## config.mk

```make
export PLATFORM = sky130hd
export DESIGN_NAME = etfi_ctrl
export DESIGN_NICKNAME = d
export VERILOG_FILES = /design/src/design/etfi_pkg.sv /design/src/design/etfi_ctrl.sv
export SDC_FILE = /design/constraint.sdc
export NUM_CORES = 1
export LEC_CHECK = 0
export BUFFER_PORTS_ARGS = -buffer_cell sky130_fd_sc_hd__buf_2
export CAP_MARGIN = 10
export CORE_AREA = 3 3 40 42
export CTS_BUF_LIST = sky130_fd_sc_hd__clkbuf_2
export CTS_CLUSTER_DIAMETER = 40
export CTS_CLUSTER_SIZE = 25
export DETAILED_ROUTE_END_ITERATION = 16
export DIE_AREA = 0 0 43 45
export PLACE_DENSITY = 0.49
export RECOVER_POWER = 100
export REMOVE_ABC_BUFFERS = 1
export SLEW_MARGIN = 30
export SYNTH_ARGS = -nofsm -noshare
export SYNTH_HDL_FRONTEND = slang
export SYNTH_SLANG_ARGS = --single-unit
```

## constraint.sdc

```tcl
create_clock -name i_clk -period 1.7 [get_ports i_clk]
set_input_delay 0.17 -clock i_clk [delete_from_list [all_inputs] [get_ports i_clk]]
set_output_delay 0.17 -clock i_clk [all_outputs]
set_load 0.03 [all_outputs]
```

## src/design/etfi_pkg.sv

```systemverilog
// Shared types, widths and helpers for the escape-time fractal iterator.
// No dependencies; every other file of the block imports this package.
package etfi_pkg;

    localparam int DATA_W     = 32;  // signed Q4.28 word
    localparam int FRAC_BITS  = 28;
    localparam int COORD_BITS = 12;
    localparam int COUNT_BITS = 16;
    localparam int STEP_W     = 31;
    localparam int MODE_W     = 2;
    localparam int CFG_IDX_W  = 3;
    localparam int CFG_DATA_W = 32;

    localparam int PROD_W  = 2 * DATA_W;           // product of two magnitudes
    localparam int SQ_W    = PROD_W + 1;           // signed difference / cross term
    localparam int PT_W    = COORD_BITS + STEP_W;  // pixel times step
    localparam int SAT_IN_W = PROD_W + 4;          // headroom before saturation

    localparam int ESC_A = PROD_W + 1;
    localparam int ESC_B = 2 * FRAC_BITS + 3;
    localparam int ESC_W = (ESC_A > ESC_B) ? ESC_A : ESC_B;
    localparam logic [ESC_W-1:0] ESC_LIMIT = ESC_W'(4) << (2 * FRAC_BITS);

    // fractal kinds; the unused code runs as Mandelbrot
    localparam logic [MODE_W-1:0] MODE_MANDEL = 2'd0;
    localparam logic [MODE_W-1:0] MODE_SHIP   = 2'd1;
    localparam logic [MODE_W-1:0] MODE_JULIA  = 2'd2;

    // register indexes
    localparam logic [CFG_IDX_W-1:0] CFG_MODE     = 3'd0;
    localparam logic [CFG_IDX_W-1:0] CFG_MAX_ITER = 3'd1;
    localparam logic [CFG_IDX_W-1:0] CFG_JULIA_RE = 3'd2;
    localparam logic [CFG_IDX_W-1:0] CFG_JULIA_IM = 3'd3;
    localparam logic [CFG_IDX_W-1:0] CFG_LEFT     = 3'd4;
    localparam logic [CFG_IDX_W-1:0] CFG_TOP      = 3'd5;
    localparam logic [CFG_IDX_W-1:0] CFG_STEP_X   = 3'd6;
    localparam logic [CFG_IDX_W-1:0] CFG_STEP_Y   = 3'd7;

    localparam logic [COUNT_BITS-1:0] MAX_ITER_RESET = COUNT_BITS'(256);

    typedef struct packed {
        logic [MODE_W-1:0]     mode;
        logic [COUNT_BITS-1:0] max_iterations;
        logic [DATA_W-1:0]     julia_c_real;
        logic [DATA_W-1:0]     julia_c_imag;
        logic [DATA_W-1:0]     view_left;
        logic [DATA_W-1:0]     view_top;
        logic [STEP_W-1:0]     step_x;
        logic [STEP_W-1:0]     step_y;
    } t_cfg;

    // controller -> datapath
    typedef struct packed {
        logic capture;    // latch pixel coordinates
        logic point_mul;  // pixel times step
        logic init;       // form point, load z and c
        logic mul;        // square and cross products of z
        logic step;       // write next z, bump iteration count
        logic finish;     // latch escape count
    } t_cmd;

    // datapath -> controller
    typedef struct packed {
        logic first;      // no iteration done yet
        logic escaped;    // current z lies outside radius 2
        logic at_limit;   // iteration count reached the limit
    } t_sts;

    localparam logic signed [SAT_IN_W-1:0] SAT_HI =
        {{(SAT_IN_W - DATA_W + 1){1'b0}}, {(DATA_W - 1){1'b1}}};
    localparam logic signed [SAT_IN_W-1:0] SAT_LO = ~SAT_HI;

    function automatic logic [DATA_W-1:0] sat_data(input logic signed [SAT_IN_W-1:0] v);
        logic [DATA_W-1:0] res;
        if (v > SAT_HI) begin
            res = SAT_HI[DATA_W-1:0];
        end else if (v < SAT_LO) begin
            res = SAT_LO[DATA_W-1:0];
        end else begin
            res = v[DATA_W-1:0];
        end
        return res;
    endfunction

endpackage

```

## src/design/etfi_ctrl.sv

```systemverilog
// Sequencer of the escape-time fractal iterator: one-hot state machine.
// Depends on etfi_pkg for the t_cmd and t_sts structs.
module etfi_ctrl import etfi_pkg::*; (
    input  logic i_clk,
    input  logic i_rst_n,
    input  logic i_start,
    output logic o_busy,
    output logic o_result_valid,
    output t_cmd o_cmd,
    input  t_sts i_sts
);

    typedef enum logic [4:0] {
        ST_IDLE  = 5'b00001,
        ST_POINT = 5'b00010,
        ST_INIT  = 5'b00100,
        ST_MUL   = 5'b01000,
        ST_EVAL  = 5'b10000
    } t_state;

    t_state r_state, n_state;
    logic   r_valid, n_valid;
    logic   w_done;

    // last iteration escaped, or the limit was hit
    assign w_done = (!i_sts.first && i_sts.escaped) || i_sts.at_limit;

    always_comb begin
        n_state = r_state;
        n_valid = 1'b0;
        o_cmd   = '0;
        unique case (r_state)
            ST_IDLE: begin
                if (i_start) begin
                    o_cmd.capture = 1'b1;
                    n_state       = ST_POINT;
                end
            end
            ST_POINT: begin
                o_cmd.point_mul = 1'b1;
                n_state         = ST_INIT;
            end
            ST_INIT: begin
                o_cmd.init = 1'b1;
                n_state    = ST_MUL;
            end
            ST_MUL: begin
                o_cmd.mul = 1'b1;
                n_state   = ST_EVAL;
            end
            ST_EVAL: begin
                if (w_done) begin
                    o_cmd.finish = 1'b1;
                    n_valid      = 1'b1;
                    n_state      = ST_IDLE;
                end else begin
                    o_cmd.step = 1'b1;
                    n_state    = ST_MUL;
                end
            end
            default: n_state = ST_IDLE;
        endcase
    end

    always_ff @(posedge i_clk) begin
        if (!i_rst_n) begin
            r_state <= ST_IDLE;
            r_valid <= 1'b0;
        end else begin
            r_state <= n_state;
            r_valid <= n_valid;
        end
    end

    assign o_busy         = (r_state != ST_IDLE);
    assign o_result_valid = r_valid;

endmodule

```

== Word level (Yosys, flattened, before mapping) ==
Index checks and enable logic that the tools add are counted.

* Bits in read-only memories: 0
* Register bits: 6
* Logic and storage cells: 24
* Bits in latches: 0
* Memories: 0
* Input port bits: 6
* Memory bits (writable): 0
* Output and inout bits: 8

* Reduce and logical (&&, ||, !) cells: 4
* Eq/ne operators: 7
* Shift-type cells: 0
* Div/mod/pow operators: 0
* Bitwise gates (word level): 0
* Magnitude comparators: 0
* Multiply operators: 0
* Add/subtract/negate cells: 0
* Multiplexer cells: 11

{| class="wikitable"
|+ Operator list
! cell !! number
|-
| $pmux 5 s5 || 1
|-
| $mux 1 || 7
|-
| $eq 5x1->1 const B || 1
|-
| $eq 5x2->1 const B || 1
|-
| $eq 5x3->1 const B || 1
|-
| $eq 5x4->1 const B || 1
|-
| $eq 5x5->1 const B || 1
|-
| $mux 5 || 1
|-
| $ne 5x1->1 const B || 1
|-
| $mux 4 || 1
|-
| $mux 2 || 1
|-
| $ne 2x2->1 const B || 1
|-
| $reduce_and 2->1 || 1
|-
| $logic_and 1x1->1 || 1
|-
| $logic_not 1->1 || 1
|-
| $logic_or 1x1->1 || 1
|}

== Logic depth before layout (Yosys ltp) ==
* Depth in word-level cells: 5
* Gate-level depth with buffers: 3
* Depth with buffers taken out: 3

== Worst setup path after synthesis ==
OpenSTA, ideal clock, no wires.

* Kind: reg-to-reg
* Start point: register r_state[2]
* End point: register r_state[2]
* Path buffers: 0
* Period minus slack after synthesis: 1.786 ns
* Data required time: 1.637 ns
* Arrival: 1.724 ns
* Path slack: -0.086 ns
* Stages on the path, launching flop included: 4
* Library setup time: 0.063 ns
* Path through: dfxtp_1 or3_1 nor3b_1 and2_1

* Cells in the longest elaborated chain, start to end: 2
* Elaborated cells between the ends (all ways): 7
* Classes of those cells: 6 x eq/ne; 1 x mux

{| class="wikitable"
|+ RTL lines
! what !! line !! RTL
|-
| start: declaration || etfi_ctrl.sv:21 || <nowiki>t_state r_state, n_state;</nowiki>
|-
| start signal: assignment || etfi_ctrl.sv:70 || <nowiki>r_state <= n_state;</nowiki>
|-
| $eq 5x5->1, or another cell as far along || etfi_ctrl.sv:32 || <nowiki>unique case (r_state)</nowiki>
|-
| $pmux 5 s5 / $ne 2x2->1 (equally long branches) || -- ||
|}

Parallel ways exist; a longest one is shown, timed or not.
A chain may end at the register's enable or synchronous reset.

==> impl_metrics.tcl <==
set metrics [dict create \
    fin_crit_sh 1.108 \
    p_int_uw 244.5 \
    fin_ws_ps -183.8 \
    grt_usage 0.08902 \
    rsz0062_at_grt "true" \
    nFillCells 149 \
    chipHeight_um 45 \
    htreeDepth 1 \
    synth_top_area_frac 0.3983 \
    async_reset_ff_frac 0 \
    worstSkewPairLatency_ps 220 \
    ys_seq_area_frac 0.3983 \
    cts_tree "yes" \
    cp-end-kind "primary output" \
    cts_made_buffers 3 \
    cts_root_buf "clkbuf_2" \
    num_vias 319 \
    synth_edf_count 0 \
    yosysTopAreaCell "dfxtp_1" \
    worstPathCellList "or4_1, or4b_4, inv_2, buf_6" \
    ys_top_cells_by_area "dfxtp_1 40%, and2_1 6.2%, inv_1 5.0%" \
    p_switching_uw 115.3 \
    ys_top_cells_by_count "6 x dfxtp_1, 4 x inv_1, 4 x nor2_1, 3 x and2_1, 2 x nand3b_1" \
    hpwl_um 583.2 \
    total_power_uw 359.8 \
    cp_top_family "simple AND/OR/NAND/NOR gates" \
    synth_cell_types 20 \
    drc_errors 0 \
    p_leak_uw 0.0002427 \
    slew_viol_final 0 \
    grt_max_degree 7 \
    hold_path_class "in2reg" \
    ant_nets 0 \
    nets 65 \
    violations "setup timing" \
    worst_path_max_delay_cell "or4_1" \
    crit_fanout 2 \
    die_area_um2 1935 \
    gp_congestion 0.6563 \
    r2r_setup_slack_ps 70 \
    cts_max_path_buffers 2 \
    ir_drop_mv 0.2816 \
    netlist_instances 34 \
    synth_ff_type "dfxtp_1" \
    yosysMostFrequentCell "dfxtp_1" \
    reg2reg_depth 4 \
    worstMarginPinSlew_ps 363.6 \
    drive_gt1_frac 0.4211 \
    drv_cap 0 \
    outcome "complete, but fails checks" \
    io_pins 14 \
    endpoint "o_cmd[1]" \
    hold_depth 2 \
    core_um2 1285 \
    arrival_ps 1710 \
    grt_overflow 0 \
    crit_cells 4 \
    pwr-share-seq 0.418 \
    ys_ff_latch 6 \
    use_met1 0.1034 \
    grt.busiest_layer "met2" \
    relSlewSlack 0.7586 \
    antenna_cells 0 \
    clkTransAtPathRegs_ps 60 \
    grt_pass1_vias 302 \
    postLayoutCellArea_um2 465.4 \
    cpPeakStageDelay_ps 510 \
    antenna_found_initial 0 \
    numPortBuffers 13 \
    final-setup-viol-count 3 \
    combPwrFrac 0.306 \
    drt_wl_total_um 798 \
    cellPowerDensity_nw_per_um2 773.0 \
    start_kind "flop" \
    wl_per_cell_um 11.08 \
    yosys_warnings 0 \
    startpoint "r_state[2]" \
    min_period_ps 1884 \
    grt_util_met2 0.1347 \
    start_util 0.2347 \
    grt_pass1_wl_mm 1.235 \
    fmax_mhz 530.8 \
    cts.sink_count 6 \
    skew_ps 7.018 \
    die-width_um 43 \
    cp_data_required_time_ps 1530 \
    grtUsageMet3 0.02789 \
    crit_type "reg2out" \
    r2r-start "r_state[2]" \
    syn_avg_cell_area_um2 8.869 \
    power.share.clock 0.276 \
    drt_first_iter_violations 0 \
    area_growth_pct 54.36 \
    viasPerCell 4.431 \
    r2r-end "r_state[3]" \
    finalHoldViolCount 0 \
    syn_area_um2 301.5 \
    placed_cell_area_um2 430.4 \
    drt-pass1-iter-count 1 \
    placementRows 13 \
    switching_share 0.3204 \
    path_buf_inv 2 \
]
==> state kept, by name (all words and copies together) (netlist names) <==
signal / flops
r_state: 5
o_result_valid: 1
==> per-layer routing <==
| metal | vias to the layer above | routed length, um |
|---|---|---|
| li1 | 170 | - |
| met1 | 136 | 340 |
| met2 | 11 | 398 |
| met3 | 2 | 52 |
| met4 | 0 | 7 |
| met5 | - | 0 |
==> power by group through the flow <==
| stage | combinational [uW] | clock (uW) | sequential [uW] |
|---|---|---|---|
| after detailed placement | 96.5 | 0 | 154 |
| after floorplan | 55.4 | 0 | 158 |
| after global routing | 121 | 110 | 151 |
| final | 110 | 99.4 | 150 |
| after CTS | 103 | 103 | 151 |
| after global placement | 96.6 | 0 | 154 |
==> metrics by stage <==
stage / cells / worst slack (ps) / TNS [ps] / hold slack [ps] / util
finish: 72 / -183.8 / -280.2 / 201.9 / 0.3622
CTS: 71 / -210.5 / -210.5 / 187.6 / 0.3612
detailed placement: 68 / -15.27 / -15.27 / 422.3 / 0.3350
global placement: 68 / -1.149 / -1.149 / 419.1 / 0.3350
global route: 72 / -254.4 / -795.9 / 204.5 / 0.3622
floorplan: 34 / -86.15 / -86.15 / 291.7 / -
==> logic make-up after synthesis <==
logic type	Yosys count	share of synthesized area
buf+inv	4	0.04978
xor+xnor	1	0.02905
flops	6	0.3984
simple gates	17	0.3569
compound gates	6	0.1660
==> worst register-to-register path, delay by kind of cell, from the launching register on <==
kind / cells / cell delay (ps)
AND/OR/NAND/NOR: 2 / 1010
flip-flops: 1 / 300
buffers and inverters: 1 / 150
AO/OA/AOI/OAI: 1 / 110
==> placed cells by master (no fill, tap or decap), drive strengths merged <==
| master | count |
|---|---|
| buf | 16 |
| clkbuf | 7 |
| dfxtp | 6 |
| nor2 | 4 |
| inv | 4 |
| and2 | 3 |
| nand3b | 2 |
| nor3 | 1 |
| or3 | 1 |
| nor3b | 1 |
| nand2b | 1 |
| nor2b | 1 |
| o2111a | 1 |
| or4 | 1 |
| or4b | 1 |
| and3 | 1 |
| xor2 | 1 |
| o21ai | 1 |
| o211ai | 1 |
| o31ai | 1 |
| a311o | 1 |
| a21oi | 1 |
==> worst min path at each step <==
| stage | startpoint | slack, ps | endpoint |
|---|---|---|---|
| after floorplan | i_rst_n | 290 | o_result_valid |
| after global placement | i_rst_n | 420 | o_result_valid |
| after detailed placement | i_rst_n | 420 | o_result_valid |
| after CTS | i_rst_n | 190 | o_result_valid |
| after global routing | i_rst_n | 200 | o_result_valid |
| final | i_rst_n | 200 | o_result_valid |
==> layout make-up <==
type / instances / area, um2 / share of cell area
tap: 15 / 18.77 / 0.04032
sequential: 6 / 120.1 / 0.2581
multi-input combinational: 24 / 168.9 / 0.3629
inverter: 4 / 15.01 / 0.03226
timing repair buffer: 20 / 127.6 / 0.2742
clock buffer: 3 / 15.01 / 0.03226
==> what timing repair did <==
item / 4_1_cts / 5_1_grt
hold buffers: 0 / 0
gates resized for setup: 7 / 6
setup endpoints to repair: 3 / 3
pin swaps: 1 / 2
buffers inserted: 0 / 1
No activity file was read; power rests on OpenSTA's default activity.
