[src/design/etfi_pkg.sv]
// Shared types, widths and helpers for the escape-time fractal iterator.
// No dependencies; every other file of the block imports this package.
package etfi_pkg;

    localparam int DATA_W     = 32;  // signed Q4.28 word
    localparam int FRAC_BITS  = 28;
    localparam int COORD_BITS = 12;
    localparam int COUNT_BITS = 16;
    localparam int STEP_W     = 31;
    localparam int MODE_W     = 2;
    localparam int CFG_IDX_W  = 3;
    localparam int CFG_DATA_W = 32;

    localparam int PROD_W  = 2 * DATA_W;           // product of two magnitudes
    localparam int SQ_W    = PROD_W + 1;           // signed difference / cross term
    localparam int PT_W    = COORD_BITS + STEP_W;  // pixel times step
    localparam int SAT_IN_W = PROD_W + 4;          // headroom before saturation

    localparam int ESC_A = PROD_W + 1;
    localparam int ESC_B = 2 * FRAC_BITS + 3;
    localparam int ESC_W = (ESC_A > ESC_B) ? ESC_A : ESC_B;
    localparam logic [ESC_W-1:0] ESC_LIMIT = ESC_W'(4) << (2 * FRAC_BITS);

    // fractal kinds; the unused code runs as Mandelbrot
    localparam logic [MODE_W-1:0] MODE_MANDEL = 2'd0;
    localparam logic [MODE_W-1:0] MODE_SHIP   = 2'd1;
    localparam logic [MODE_W-1:0] MODE_JULIA  = 2'd2;

    // register indexes
    localparam logic [CFG_IDX_W-1:0] CFG_MODE     = 3'd0;
    localparam logic [CFG_IDX_W-1:0] CFG_MAX_ITER = 3'd1;
    localparam logic [CFG_IDX_W-1:0] CFG_JULIA_RE = 3'd2;
    localparam logic [CFG_IDX_W-1:0] CFG_JULIA_IM = 3'd3;
    localparam logic [CFG_IDX_W-1:0] CFG_LEFT     = 3'd4;
    localparam logic [CFG_IDX_W-1:0] CFG_TOP      = 3'd5;
    localparam logic [CFG_IDX_W-1:0] CFG_STEP_X   = 3'd6;
    localparam logic [CFG_IDX_W-1:0] CFG_STEP_Y   = 3'd7;

    localparam logic [COUNT_BITS-1:0] MAX_ITER_RESET = COUNT_BITS'(256);

    typedef struct packed {
        logic [MODE_W-1:0]     mode;
        logic [COUNT_BITS-1:0] max_iterations;
        logic [DATA_W-1:0]     julia_c_real;
        logic [DATA_W-1:0]     julia_c_imag;
        logic [DATA_W-1:0]     view_left;
        logic [DATA_W-1:0]     view_top;
        logic [STEP_W-1:0]     step_x;
        logic [STEP_W-1:0]     step_y;
    } t_cfg;

    // controller -> datapath
    typedef struct packed {
        logic capture;    // latch pixel coordinates
        logic point_mul;  // pixel times step
        logic init;       // form point, load z and c
        logic mul;        // square and cross products of z
        logic step;       // write next z, bump iteration count
        logic finish;     // latch escape count
    } t_cmd;

    // datapath -> controller
    typedef struct packed {
        logic first;      // no iteration done yet
        logic escaped;    // current z lies outside radius 2
        logic at_limit;   // iteration count reached the limit
    } t_sts;

    localparam logic signed [SAT_IN_W-1:0] SAT_HI =
        {{(SAT_IN_W - DATA_W + 1){1'b0}}, {(DATA_W - 1){1'b1}}};
    localparam logic signed [SAT_IN_W-1:0] SAT_LO = ~SAT_HI;

    function automatic logic [DATA_W-1:0] sat_data(input logic signed [SAT_IN_W-1:0] v);
        logic [DATA_W-1:0] res;
        if (v > SAT_HI) begin
            res = SAT_HI[DATA_W-1:0];
        end else if (v < SAT_LO) begin
            res = SAT_LO[DATA_W-1:0];
        end else begin
            res = v[DATA_W-1:0];
        end
        return res;
    endfunction

endpackage

[src/design/etfi_regs.sv]
// Configuration register file of the escape-time fractal iterator.
// Depends on etfi_pkg for widths, register indexes and the t_cfg struct.
module etfi_regs import etfi_pkg::*; (
    input  logic                  i_clk,
    input  logic                  i_rst_n,
    input  logic                  i_cfg_valid,
    output logic                  o_cfg_ready,
    input  logic [CFG_IDX_W-1:0]  i_cfg_index,
    input  logic [CFG_DATA_W-1:0] i_cfg_data,
    output t_cfg                  o_cfg
);

    t_cfg r_cfg;

    assign o_cfg_ready = 1'b1;
    assign o_cfg       = r_cfg;

    always_ff @(posedge i_clk) begin
        if (!i_rst_n) begin
            r_cfg.mode           <= '0;
            r_cfg.max_iterations <= MAX_ITER_RESET;
            r_cfg.julia_c_real   <= '0;
            r_cfg.julia_c_imag   <= '0;
            r_cfg.view_left      <= '0;
            r_cfg.view_top       <= '0;
            r_cfg.step_x         <= '0;
            r_cfg.step_y         <= '0;
        end else if (i_cfg_valid) begin
            unique case (i_cfg_index)
                CFG_MODE:     r_cfg.mode           <= i_cfg_data[MODE_W-1:0];
                CFG_MAX_ITER: r_cfg.max_iterations <= i_cfg_data[COUNT_BITS-1:0];
                CFG_JULIA_RE: r_cfg.julia_c_real   <= i_cfg_data[DATA_W-1:0];
                CFG_JULIA_IM: r_cfg.julia_c_imag   <= i_cfg_data[DATA_W-1:0];
                CFG_LEFT:     r_cfg.view_left      <= i_cfg_data[DATA_W-1:0];
                CFG_TOP:      r_cfg.view_top       <= i_cfg_data[DATA_W-1:0];
                CFG_STEP_X:   r_cfg.step_x         <= i_cfg_data[STEP_W-1:0];
                CFG_STEP_Y:   r_cfg.step_y         <= i_cfg_data[STEP_W-1:0];
                default: ;
            endcase
        end
    end

endmodule

[config.mk]
export PLATFORM = sky130hd
export DESIGN_NAME = etfi_regs
export DESIGN_NICKNAME = d
export VERILOG_FILES = /design/src/design/etfi_pkg.sv /design/src/design/etfi_regs.sv
export SDC_FILE = /design/constraint.sdc
export NUM_CORES = 1
export LEC_CHECK = 0
export BUFFER_PORTS_ARGS = -buffer_cell sky130_fd_sc_hd__clkbuf_2
export CAP_MARGIN = 20
export CORE_AREA = 2 2 109 163
export DETAILED_ROUTE_END_ITERATION = 12
export DIE_AREA = 0 0 111 165
export HOLD_SLACK_MARGIN = 0.06
export PLACE_DENSITY = 0.75
export SLEW_MARGIN = 0
export SYNTH_ARGS = -nofsm -noshare
export SYNTH_HDL_FRONTEND = slang
export SYNTH_SLANG_ARGS = --single-unit
[constraint.sdc]
create_clock -name i_clk -period 1 [get_ports i_clk]
set_clock_uncertainty 0.1 [all_clocks]
set_input_delay 0.05 -clock i_clk [delete_from_list [all_inputs] [get_ports i_clk]]
set_output_delay 0.05 -clock i_clk [all_outputs]
set_load 0.02 [all_outputs]
; ---- Word level (Yosys, flattened, before mapping)
; Index checks and enable logic that the tools add are counted.
[totals]
out_inout_bits = 209
in_bits = 38
register_bits = 208
wordCells = 24
[op_classes]
eq_ne = 7
n_reduce_logical = 9
[op_table]
columns = op, count
row1 = $reduce_and 2->1, 8
row2 = $eq 3x3->1 const B, 4
row3 = $eq 3x2->1 const B, 2
row4 = $eq 3x1->1 const B, 1
row5 = $logic_not 3->1, 1

; ---- Depth between registers and ports, before layout
; Gate-level depths: netlist (run 1).
[logic_depth]
word_depth = 2
mapped_depth = 5

; ---- Worst setup path before layout (run 1)
; Ideal clock, no wire load.
[synth_timing]
kind = in2reg
start = in i_cfg_index[0]
end = reg r_cfg (netlist bit o_cfg[168])
slack_ns = -0.068
path_buffers = 3
setup_time_ns = 0.072
t_arrival_ns = 0.896
path_stages = 5
path_cell_list = buf_4 > and4bb_1 > buf_6 > buf_6 > mux2i_1
[synth_between]
elab_chain_cells = 2
[synth_lines]
columns = item, line
row1 = from (decl), etfi_regs.sv:8  ; input logic [CFG_IDX_W-1:0] i_cfg_index,
row2 = $eq 3x2->1, etfi_regs.sv:29  ; unique case (i_cfg_index)
row3 = $reduce_and 2->1 (no source line), n/a
row4 = to (decl), etfi_regs.sv:13  ; t_cfg r_cfg;
; Every way passes these cells.
; A chain may end at the register's enable or synchronous reset.

; ---- Final worst setup path (run 1)
[layout_timing]
start = reg r_cfg (netlist bit o_cfg[160])
end = out o_cfg[160] in the netlist's numbering
[layout_rtl]
columns = item, line
row1 = to (decl), etfi_regs.sv:10  ; output t_cfg o_cfg
; No word-level cell between the ends.

==> reports/results.md, run 1 <==
| Group | Item | Value |
|:---|:---|:---|
| synthesis | Share of flip-flops with an asynchronous set or reset after synthesis | 0% |
| layout | Flip-flop count of the largest register, all copies and words added | 208 |
| setup path | CP Cell Sequence | buf_8 |
| synthesis | Yosys warns | 0 |
| clocking | Source-to-sink clock delay at the later pin of the worst-skew pair | 0.47 ns |
| job | Max-cap check violation count | 0 |
| pwr | Total power of the final layout | 0.0184 W |
| drt | Post-route ant nets | 0 |
| setup path | WS Path Type | register to output port |
| synthesis | Area fraction of the dominant cell type after synthesis | 54.5% |
| outcome | Status | finished, violations left |
| synthesis | Nets in the synthesized netlist | 758 |
| clocking | Clock transition at the register clock pins on the worst setup and hold paths after CTS | 0.08 ns |
| pwr | Maximum resistive drop on vdd | 1.85 mV |
| clocking | Root buf cell | sky130_fd_sc_hd__clkbuf_16 |
| sta | Slack of the critical path | -0.132 ns |
| setup path | Crit-path max cell delay | 0.38 ns |
| setup path | Type of element launching the critical path | register |
| global route | Number of antenna violations at the first check in global routing | 0 |
| floorplan | Core region area | 16800 um2 |
| synthesis | Cell accounting for the most synthesized area | sky130_fd_sc_hd__dfxtp_1 |
| synthesis | Post-synth EDFFs | 0 |
| pwr | Power Density | 1370 nW/um2 |
| setup path | Buffering stage count on the worst path with inverters included | 1 |
| drt | Total number of vias | 7139 |
| synthesis | Sequential cell area fraction in the yosys report | 54.5% |
| min path | Tightest Hold Check Type | input port to register |
| pwr | Static power due to leakage | 6.78 nW |
| layout | Fraction of final layout cells with drive strength greater than 1 | 56.4% |
| layout | Area Overhead vs Synth | 76.8% |
| sta | Final critical-path share of the clock period | 113% |
| sta | Clock period minus final worst setup slack | 1.13 ns |
| floorplan | Number of rows in the core area | 58 |
| setup path | Reg2reg path depth | 5 |
| clocking | Num Clock Sinks | 208 |
| global route | Largest net degree at the start of global routing | 32 |
| min path | Hold path cells | 3 |
| floorplan | Die boundary height | 165 um |
| drt | Detailed-route DRC error count | 0 |
| sta | Final number of max-transition violations | 0 |
| global route | Vias in the first global route | 7370 |
| setup path | CP top delay family | flip-flops |
| placement | Global placement routability congestion | 0.796 |
| placement | Number of port buffers | 245 |
| synthesis | Cell types with the highest counts after synthesis | 239 x sky130_fd_sc_hd__nand2_1, 208 x sky130_fd_sc_hd__dfxtp_1, 208 x sky130_fd_sc_hd__mux2i_1, 17 x sky130_fd_sc_hd__buf_4, 15 x sky130_fd_sc_hd__clkbuf_1 |
| synthesis | Gate count after technology mapping | 720 |
| floorplan | Die ar. | 18300 um2 |
| synthesis | Most repeated cell in the gate-level netlist after synthesis | sky130_fd_sc_hd__nand2_1 |
| synthesis | Dominant cells by area after synthesis | sky130_fd_sc_hd__dfxtp_1 55%, sky130_fd_sc_hd__mux2i_1 27%, sky130_fd_sc_hd__nand2_1 12%, sky130_fd_sc_hd__buf_4 1.7%, sky130_fd_sc_hd__buf_6 1.3% |
| placement | Final HPWL DP | 14.9 mm |
| synthesis | Yosys reg bits | 208 |
| drt | Pre-antenna DRT Iters | 5 |
| sta | Number of failing setup endpoints in the final timing report | 209 |
| layout | ANT cells | 0 |
| sta | Count of endpoints failing hold in the final timing report | 28 |
| clocking | Worst-case clock buffer depth | 3 |
| drt | Total wire length | 30.6 mm |
| clocking | Clock H-tree levels | 1 |
| layout | Post-layout utilization of the core | 80.5% |
| floorplan | Width of the chip | 111 um |
| setup path | R2R Setup Slk | -0.02 ns |
| clocking | Clock buffers created by TritonCTS | 20 |
| layout | Net total in the final layout | 1153 |
| global route | First-pass GRT wire length | 41.0 mm |
| setup path | Kind of capture point of the worst setup path | output port |
| synthesis | Commonest register cell after synthesis | sky130_fd_sc_hd__dfxtp_1 |
| setup path | Launch instance of the worst register-to-register path | o_cfg[147]$_SDFFE_PN0P_ |
| global route | Global route total overflow | 0 |
| global route | Overall global routing resource usage | 28.4% |
| layout | Fill cell count | 820 |
| min path | Hold Crit Start | i_rst_n |
| clocking | Clock tree from TritonCTS | built |
| setup path | CP startpoint | o_cfg[160]$_SDFFE_PN0P_ |
| synthesis | Cell Area, Synth | 7640 um2 |
| setup path | Number of gates on the worst path with buffers counted | 1 |
| setup path | Biggest fanout along the worst timing path | 2 |
| drt | Average vias per placed instance | 5.33 |
| drt | DRT iter0 DRCs | 349 |
| setup path | Worst endpoint data arrival time | 0.98 ns |
| sta | Unrepaired setup endpoints after global routing | yes |
| synthesis | Syn_area_per_cell | 10.6 um2 |
| setup path | Slowest cell on the critical path | sky130_fd_sc_hd__dfxtp_2 |
| drt | Routed wirelength normalized by instance count | 22.8 um |
| floorplan | Starting Density | 45.6% |
| floorplan | Number of top-level pins | 247 |
| sta | Worst hold margin | -0.233 ns |
| setup path | Data required time of the worst path | 0.85 ns |
| outcome | Failing checks | negative hold slack, negative setup slack |
| sta | Max Clk Rate | 883 MHz |
| synthesis | Netlist cell types | 14 |
-- final timing paths --
path,to
max,o_cfg[160]
min,o_cfg[65]$_SDFFE_PN0P_
max reg2reg,o_cfg[147]$_SDFFE_PN0P_
min reg2reg,o_cfg[158]$_SDFFE_PN0P_
-- layout by cell type (no fill, tap or decap), types with 2 or more instances in the layout --
master,Yosys,routed
sky130_fd_sc_hd__clkbuf_8,0,3
sky130_fd_sc_hd__mux2i_1,208,208
sky130_fd_sc_hd__clkinv_2,0,5
sky130_fd_sc_hd__clkbuf_2,0,36
sky130_fd_sc_hd__clkbuf_1,15,4
sky130_fd_sc_hd__buf_4,17,124
sky130_fd_sc_hd__nor2b_1,2,2
sky130_fd_sc_hd__nand4b_4,3,3
sky130_fd_sc_hd__nand2_1,239,238
sky130_fd_sc_hd__dfxtp_4,0,3
sky130_fd_sc_hd__dlygate4sd3_1,0,37
sky130_fd_sc_hd__dfxtp_2,0,205
sky130_fd_sc_hd__clkbuf_16,0,22
sky130_fd_sc_hd__buf_12,0,17
sky130_fd_sc_hd__buf_8,0,208
sky130_fd_sc_hd__buf_6,9,4
sky130_fd_sc_hd__clkinvlp_4,0,2
-- power breakdown --
part           internal (W)  total, W  switching [W]
combinational       0.00108   0.00214        0.00105
clock               0.00434   0.00762        0.00328
sequential          0.00849   0.00868       0.000188
total                0.0139    0.0184        0.00452
-- cell families after synthesis --
logic type    synth area share [%]
mux                           27.3
flops                         54.5
buf+inv                       4.59
other cells                 0.0491
simple gates                  13.6
-- metrics by stage --
step | area (um2) | std cells | setup TNS, ns | worst slack [ns]
final | 13500 | 1339 | -20.11 | -0.132
after global routing | 13500 | 1339 | -24.63 | -0.151
after CTS | 12700 | 1268 | -24.65 | -0.149
after detailed placement | 9360 | 1167 | -24.86 | -0.223
after global placement | 9360 | 1167 | -18.80 | -0.154
after floorplan | 7680 | 720 | -1.20 | -0.0403
-- area by class of cell --
cell class | instances | area (um2) | area share (%)
Timing Repair Buffer | 427 | 5010 | 37.1
Sequential cell | 208 | 4430 | 32.8
Multi-Input combinational cell | 458 | 3140 | 23.3
Clock buffer | 28 | 582 | 4.31
Tap cell | 210 | 263 | 1.95
Clock inverter | 8 | 70.1 | 0.519
-- timing repair --
| action | 4_1_cts | 5_1_grt |
|---|---|---|
| hold endpoints to repair | 208 | 58 |
| gates cloned | 0 | 1 |
| setup buffers | 29 | 69 |
| resized for setup | 620 | 215 |
| hold buffers | 36 | 1 |
| setup endpoints to repair | 208 | 211 |
-- metal layers --
metal	GRT usage, %	vias up	wire [um]
met4	14.7	0	1790
met2	56.4	329	17100
met5	0	-	0
met3	5.65	120	1570
li1	-	3163	-
met1	27.5	3527	10200
(Power assumes the default switching activity.)
==> run 2: changes to the inputs <==
Settings changed: CELL_PAD_IN_SITES_DETAIL_PLACEMENT from default to 0, CELL_PAD_IN_SITES_GLOBAL_PLACEMENT from default to 1, CORE_AREA 2 2 109 163 to 2 2 126 189, DIE_AREA 0 0 111 165 to 0 0 128 191, PLACE_DENSITY 0.75 to default, PLACE_DENSITY_LB_ADDON from default to 0.1.
==> run 2 against run 1 <==
- the run still ends with negative hold slack, negative setup slack left
- critical endpoint is now o_cfg[187]
- combinational power shrank 4%
- sequential power about the same
- clock power decreased by 4.3%
- routed wire length is 18% lower
- critical path depth unchanged
- non-clock buffer count is 24 lower
==> reports/results.md, run 2 (synthesis results as in run 1) <==
| Group | Item | Value |
|:---|:---|:---|
| outcome | Status | finished, violations left |
| outcome | Failing checks | negative hold slack, negative setup slack |
| global route | First-pass GRT wire length | 37.6 mm |
| sta | Max Clk Rate | 887 MHz |
| layout | Top library cells by usage in the layout, fill and taps aside | 239 x sky130_fd_sc_hd__nand2_1, 209 x sky130_fd_sc_hd__buf_8, 208 x sky130_fd_sc_hd__mux2i_1 |
| setup path | Worst endpoint data arrival time | 0.98 ns |
| setup path | Biggest fanout along the worst timing path | 2 |
| sta | Worst hold margin | -0.228 ns |
| layout | Flip-flop count of the largest register, all copies and words added | 208 |
| layout | Fin area | 13400 um2 |
| setup path | CP startpoint | o_cfg[187]$_SDFFE_PN0P_ |
| clocking | Post-cts hold buffer count | 46 |
| drt | Average vias per placed instance | 4.61 |
| min path | Tightest Hold Check Type | input port to register |
| setup path | WS Path Type | register to output port |
| global route | Overall global routing resource usage | 19.7% |
| sta | Count of endpoints failing hold in the final timing report | 49 |
| min path | Hold Crit Start | i_rst_n |
| drt | DRT iter0 DRCs | 191 |
| drt | Pre-antenna DRT Iters | 4 |
| setup path | Launch instance of the worst register-to-register path | o_cfg[53]$_SDFFE_PN0P_ |
| drt | Total wire length | 25.0 mm |
| min path | Hold path cells | 3 |
| layout | Fraction of final layout cells with drive strength greater than 1 | 54.5% |
| layout | Most frequent standard cell in the layout excluding fill and tap cells | sky130_fd_sc_hd__nand2_1 |
| placement | Number of port buffers | 245 |
| setup path | Number of gates on the worst path with buffers counted | 1 |
| global route | Vias in the first global route | 6656 |
| clocking | Clock H-tree levels | 1 |
| floorplan | Core region area | 22800 um2 |
| clocking | Clock buffers created by TritonCTS | 21 |
| placement | Pre-CTS setup slack | -0.237 ns |
| setup path | Kind of capture point of the worst setup path | output port |
| floorplan | Die boundary height | 191 um |
| layout | Fill cell count | 1949 |
| global route | Number of antenna violations at the first check in global routing | 0 |
| pwr | Power Density | 1340 nW/um2 |
| placement | Post-Place Cells | 1248 |
| floorplan | Number of top-level pins | 247 |
| layout | Number of non-filler instances in the completed layout | 1385 |
| global route | Global route total overflow | 0 |
| sta | Setup TNS | -20.18 ns |
| clocking | Clock tree from TritonCTS | built |
| drt | Post-route ant nets | 0 |
| floorplan | Die ar. | 24400 um2 |
| layout | Net total in the final layout | 1130 |
| setup path | Buffering stage count on the worst path with inverters included | 1 |
| pwr | Maximum resistive drop on vdd | 1.13 mV |
| floorplan | Width of the chip | 128 um |
| pwr | Static power due to leakage | 6.67 nW |
| sta | Clock period minus final worst setup slack | 1.13 ns |
| placement | Final HPWL DP | 16.3 mm |
| sta | Final number of max-transition violations | 0 |
| setup path | CP Cell Sequence | buf_8 |
| sta | Number of failing setup endpoints in the final timing report | 208 |
| clocking | Num Clock Sinks | 208 |
| drt | Routed wirelength normalized by instance count | 18.1 um |
| job | Max-cap check violation count | 0 |
| floorplan | Starting Density | 33.5% |
| global route | Largest net degree at the start of global routing | 33 |
| placement | Placement-stage cell area | 9560 um2 |
| layout | Post-layout utilization of the core | 59.0% |
| setup path | R2R Setup Slk | 0.08 ns |
| min path | End of the worst hold path | o_cfg[162]$_SDFFE_PN0P_ |
| layout | ANT cells | 0 |
| setup path | End of the worst register-to-register path | o_cfg[53]$_SDFFE_PN0P_ |
| layout | Area Overhead vs Synth | 76.0% |
| sta | Final critical-path share of the clock period | 113% |
| setup path | Data required time of the worst path | 0.85 ns |
| drt | Detailed-route DRC error count | 0 |
| setup path | Reg2reg path depth | 4 |
| clocking | Root buf cell | sky130_fd_sc_hd__clkbuf_16 |
| setup path | Type of element launching the critical path | register |
| floorplan | Number of rows in the core area | 68 |
| sta | Slack of the critical path | -0.128 ns |
| clocking | Worst-case clock buffer depth | 3 |
| setup path | CP top delay family | flip-flops |
| setup path | Crit-path max cell delay | 0.37 ns |
| placement | Global placement routability congestion | 0.699 |
| drt | Total number of vias | 6383 |
| sta | Unrepaired setup endpoints after global routing | yes |
| clocking | Clock transition at the register clock pins on the worst setup and hold paths after CTS | 0.06 ns |
| setup path | Slowest cell on the critical path | sky130_fd_sc_hd__dfxtp_2 |
| clocking | Source-to-sink clock delay at the later pin of the worst-skew pair | 0.48 ns |
-- run 2: worst max path at each step --
stage                              endpoint  slack (ns)
floorplan           o_cfg[168]$_SDFFE_PN0P_       -0.04
global placement    o_cfg[180]$_SDFFE_PN0P_       -0.21
detailed placement  o_cfg[181]$_SDFFE_PN0P_       -0.24
CTS                               o_cfg[60]       -0.18
global route                     o_cfg[187]       -0.16
finish                           o_cfg[187]       -0.13
-- run 2: cell type report --
cell class / instances / area [um2] / share of cell area (%)
sequential: 208 / 4440 / 33.0
tap: 280 / 350 / 2.61
timing repair buffer: 403 / 4900 / 36.5
clock inverter: 4 / 20.0 / 0.149
multi-input combinational: 458 / 3140 / 23.3
clock buffer: 32 / 597 / 4.44
-- run 2: layer usage --
metal | wire [um] | vias up | GRT usage (%)
li1 | - | 3112 | -
met1 | 9480 | 3056 | 21.8
met2 | 13300 | 181 | 36.5
met3 | 1650 | 34 | 5.26
met4 | 576 | 0 | 5.41
met5 | 0 | - | 0
-- run 2: timing repair --
action                     4_1_cts  5_1_grt
buffers inserted                22       34
hold endpoints to repair       208       49
setup endpoints to repair      208      263
cloned                           0        2
resized for setup              624      215
-- run 2: report_power, final --
part           total [W]  internal, W  switching [W]
clock network    0.00729      0.00410        0.00319
logic            0.00206      0.00109       0.000968
registers        0.00867      0.00849       0.000171
total             0.0180       0.0137        0.00433
-- run 2: per-stage QoR --
stage | total power (W) | hold WS, ns
final | 0.0180 | -0.228
after global routing | 0.0188 | -0.210
after CTS | 0.0181 | -0.260
after detailed placement | 0.0103 | 0.248
after global placement | 0.0103 | 0.248
after floorplan | 0.00959 | 0.110
==> run 3: changes to the inputs <==
Settings changed: CELL_PAD_IN_SITES_DETAIL_PLACEMENT 0 to 1.
==> run 3 against run 2 <==
- the flow still finishes with violations (negative hold slack, negative setup slack)
- final area rose by 2.6%
- power grew 6.9%
- via count grew 5.2%
- register-to-register slack lost 0.02 ns
- clock power grew 16%
- sequential share of layout area shrank 0.84 points
- cell count up 2.0%
==> reports/results.md, run 3 (synthesis results as in run 1) <==
| Group | Item | Value |
|:---|:---|:---|
| sta | Worst hold margin | -0.248 ns |
| clocking | Num Clock Sinks | 208 |
| sta | Slack of the critical path | -0.131 ns |
| placement | Final HPWL DP | 17.2 mm |
| drt | Routed wl met3 | 1.73 mm |
| drt | Average vias per placed instance | 4.75 |
| setup path | CP top delay family | flip-flops |
| clocking | Clock buffers created by TritonCTS | 22 |
| drt | Wire length on met1 | 10.3 mm |
| floorplan | Die boundary height | 191 um |
| pwr | Maximum resistive drop on vdd | 1.20 mV |
| global route | Vias in the first global route | 7298 |
| setup path | Type of element launching the critical path | register |
| outcome | Failing checks | negative hold slack, negative setup slack |
| floorplan | Number of rows in the core area | 68 |
| clocking | Worst-case clock buffer depth | 3 |
| sta | Final critical-path share of the clock period | 113% |
| clocking | Source-to-sink clock delay at the later pin of the worst-skew pair | 0.49 ns |
| clocking | Clock transition at the register clock pins on the worst setup and hold paths after CTS | 0.07 ns |
| clocking | Root buf cell | sky130_fd_sc_hd__clkbuf_16 |
| job | Max-cap check violation count | 0 |
| setup path | Slowest cell on the critical path | sky130_fd_sc_hd__dfxtp_4 |
| drt | DRT iter0 DRCs | 182 |
| sta | Clock period minus final worst setup slack | 1.13 ns |
| sta | Number of failing setup endpoints in the final timing report | 208 |
| placement | Post-Place Cells | 1248 |
| floorplan | Number of top-level pins | 247 |
| min path | Tightest Hold Check Type | input port to register |
| setup path | CP Cell Sequence | buf_8 |
| pwr | Power Density | 1400 nW/um2 |
| drt | Routed wirelength normalized by instance count | 20.2 um |
| drt | Total number of vias | 6717 |
| drt | WL met2 | 15.6 mm |
| layout | Net total in the final layout | 1156 |
| global route | First-pass GRT wire length | 41.8 mm |
| floorplan | Width of the chip | 128 um |
| placement | Number of port buffers | 245 |
| layout | Flip-flop count of the largest register, all copies and words added | 208 |
| drt | Post-route ant nets | 0 |
| drt | Top metal layer carrying routed signals | met4 |
| drt | Total wire length | 28.5 mm |
| placement | Global placement routability congestion | 0.699 |
| floorplan | Core region area | 22800 um2 |
| sta | Unrepaired setup endpoints after global routing | yes |
| global route | Largest net degree at the start of global routing | 33 |
| sta | Max Clk Rate | 884 MHz |
| layout | Number of non-filler instances in the completed layout | 1413 |
| drt | Detailed-route DRC error count | 0 |
| drt | Pre-antenna DRT Iters | 4 |
| global route | Global route total overflow | 0 |
| sta | Count of endpoints failing hold in the final timing report | 42 |
| setup path | Buffering stage count on the worst path with inverters included | 1 |
| layout | Top library cells by usage in the layout, fill and taps aside | 238 x sky130_fd_sc_hd__nand2_1, 209 x sky130_fd_sc_hd__buf_8, 208 x sky130_fd_sc_hd__mux2i_1 |
| global route | Overall global routing resource usage | 22.0% |
| outcome | Status | finished, violations left |
| setup path | Kind of capture point of the worst setup path | output port |
| pwr | Static power due to leakage | 6.90 nW |
| setup path | Worst endpoint data arrival time | 0.98 ns |
| layout | ANT cells | 0 |
| clocking | Clock H-tree levels | 1 |
| layout | Area Overhead vs Synth | 80.7% |
| layout | Fraction of final layout cells with drive strength greater than 1 | 55.1% |
| floorplan | Starting Density | 33.5% |
| sta | Final number of max-transition violations | 0 |
| setup path | Crit-path max cell delay | 0.36 ns |
| layout | Most frequent standard cell in the layout excluding fill and tap cells | sky130_fd_sc_hd__nand2_1 |
| setup path | Biggest fanout along the worst timing path | 2 |
| global route | Number of antenna violations at the first check in global routing | 0 |
| clocking | Clock tree from TritonCTS | built |
| setup path | WS Path Type | register to output port |
| setup path | Data required time of the worst path | 0.85 ns |
| floorplan | Die ar. | 24400 um2 |
==> run 3: cell types whose count changed in the layout (fill, tap and decap cells not counted) <==
cell | before | now
sky130_fd_sc_hd__bufinv_16 | 0 | 1
sky130_fd_sc_hd__nand2_2 | 0 | 1
sky130_fd_sc_hd__inv_6 | 0 | 1
sky130_fd_sc_hd__clkbuf_8 | 3 | 8
sky130_fd_sc_hd__dlymetal6s4s_1 | 2 | 8
sky130_fd_sc_hd__buf_4 | 93 | 107
sky130_fd_sc_hd__clkbuf_16 | 23 | 24
sky130_fd_sc_hd__nand2_1 | 239 | 238
sky130_fd_sc_hd__clkbuf_1 | 8 | 3
sky130_fd_sc_hd__dlygate4sd3_1 | 41 | 47
sky130_fd_sc_hd__clkinv_2 | 4 | 3
==> run 3: timing repair <==
item,CTS,global route
endpoints found under the setup margin,208,270
cloned,0,1
setup buffers,21,49
hold endpoints to repair,208,45
gates resized for setup,625,222
pin swaps,0,0
hold buffers,59,2
==> run 3: worst reg2reg max path, delay by kind of cell, from the launching register on <==
family	cells	cell delay (ns)
simple gates	1	0.06
flops	1	0.33
buf+inv	2	0.24
mux	1	0.08
==> run 3: metrics by stage <==
step | instance area [um2] | TNS (ns) | power [W] | util (%) | setup slack, ns
2_1_floorplan | 7680 | -1.20 | 0.00959 | - | -0.0403
3_3_place_gp | 9560 | -24.94 | 0.0103 | 41.9 | -0.205
3_5_place_dp | 9560 | -29.14 | 0.0103 | 41.9 | -0.243
4_1_cts | 13100 | -30.82 | 0.0192 | 57.7 | -0.189
5_1_grt | 13800 | -28.06 | 0.0199 | 60.5 | -0.161
6_report | 13800 | -21.80 | 0.0193 | 60.5 | -0.131
==> run 3: layer usage <==
| metal | vias up | global-route usage [%] |
|---|---|---|
| li1 | 3168 | - |
| met1 | 3283 | 23.3 |
| met2 | 217 | 42.1 |
| met3 | 49 | 5.51 |
| met4 | 0 | 7.06 |
| met5 | - | 0 |
==> run 3: final timing paths <==
check	from	end	slack [ns]	cells after the start
hold / removal	i_rst_n	o_cfg[162]$_SDFFE_PN0P_	-0.25	3
hold reg to reg	o_cfg[189]$_SDFFE_PN0P_	o_cfg[189]$_SDFFE_PN0P_	0.37	2
setup reg to reg	o_cfg[144]$_SDFFE_PN0P_	o_cfg[144]$_SDFFE_PN0P_	0.06	4
setup / recovery	o_cfg[188]$_SDFFE_PN0P_	o_cfg[188]	-0.13	1
==> run 3: cell type report <==
class / instances / area [um2]
clock buffer: 34 / 697
sequential: 208 / 4440
timing repair buffer: 428 / 5120
clock inverter: 5 / 53.8
fill: 2298 / 9000
multi-input combinational: 458 / 3140
tap: 280 / 350
==> run 3: report_power, final <==
part	switching (W)	internal (W)	leakage, nW	total, W
clock	0.00338	0.00505	0.375	0.00843
sequential	0.000176	0.00849	1.79	0.00867
combinational	0.00102	0.00114	4.74	0.00216
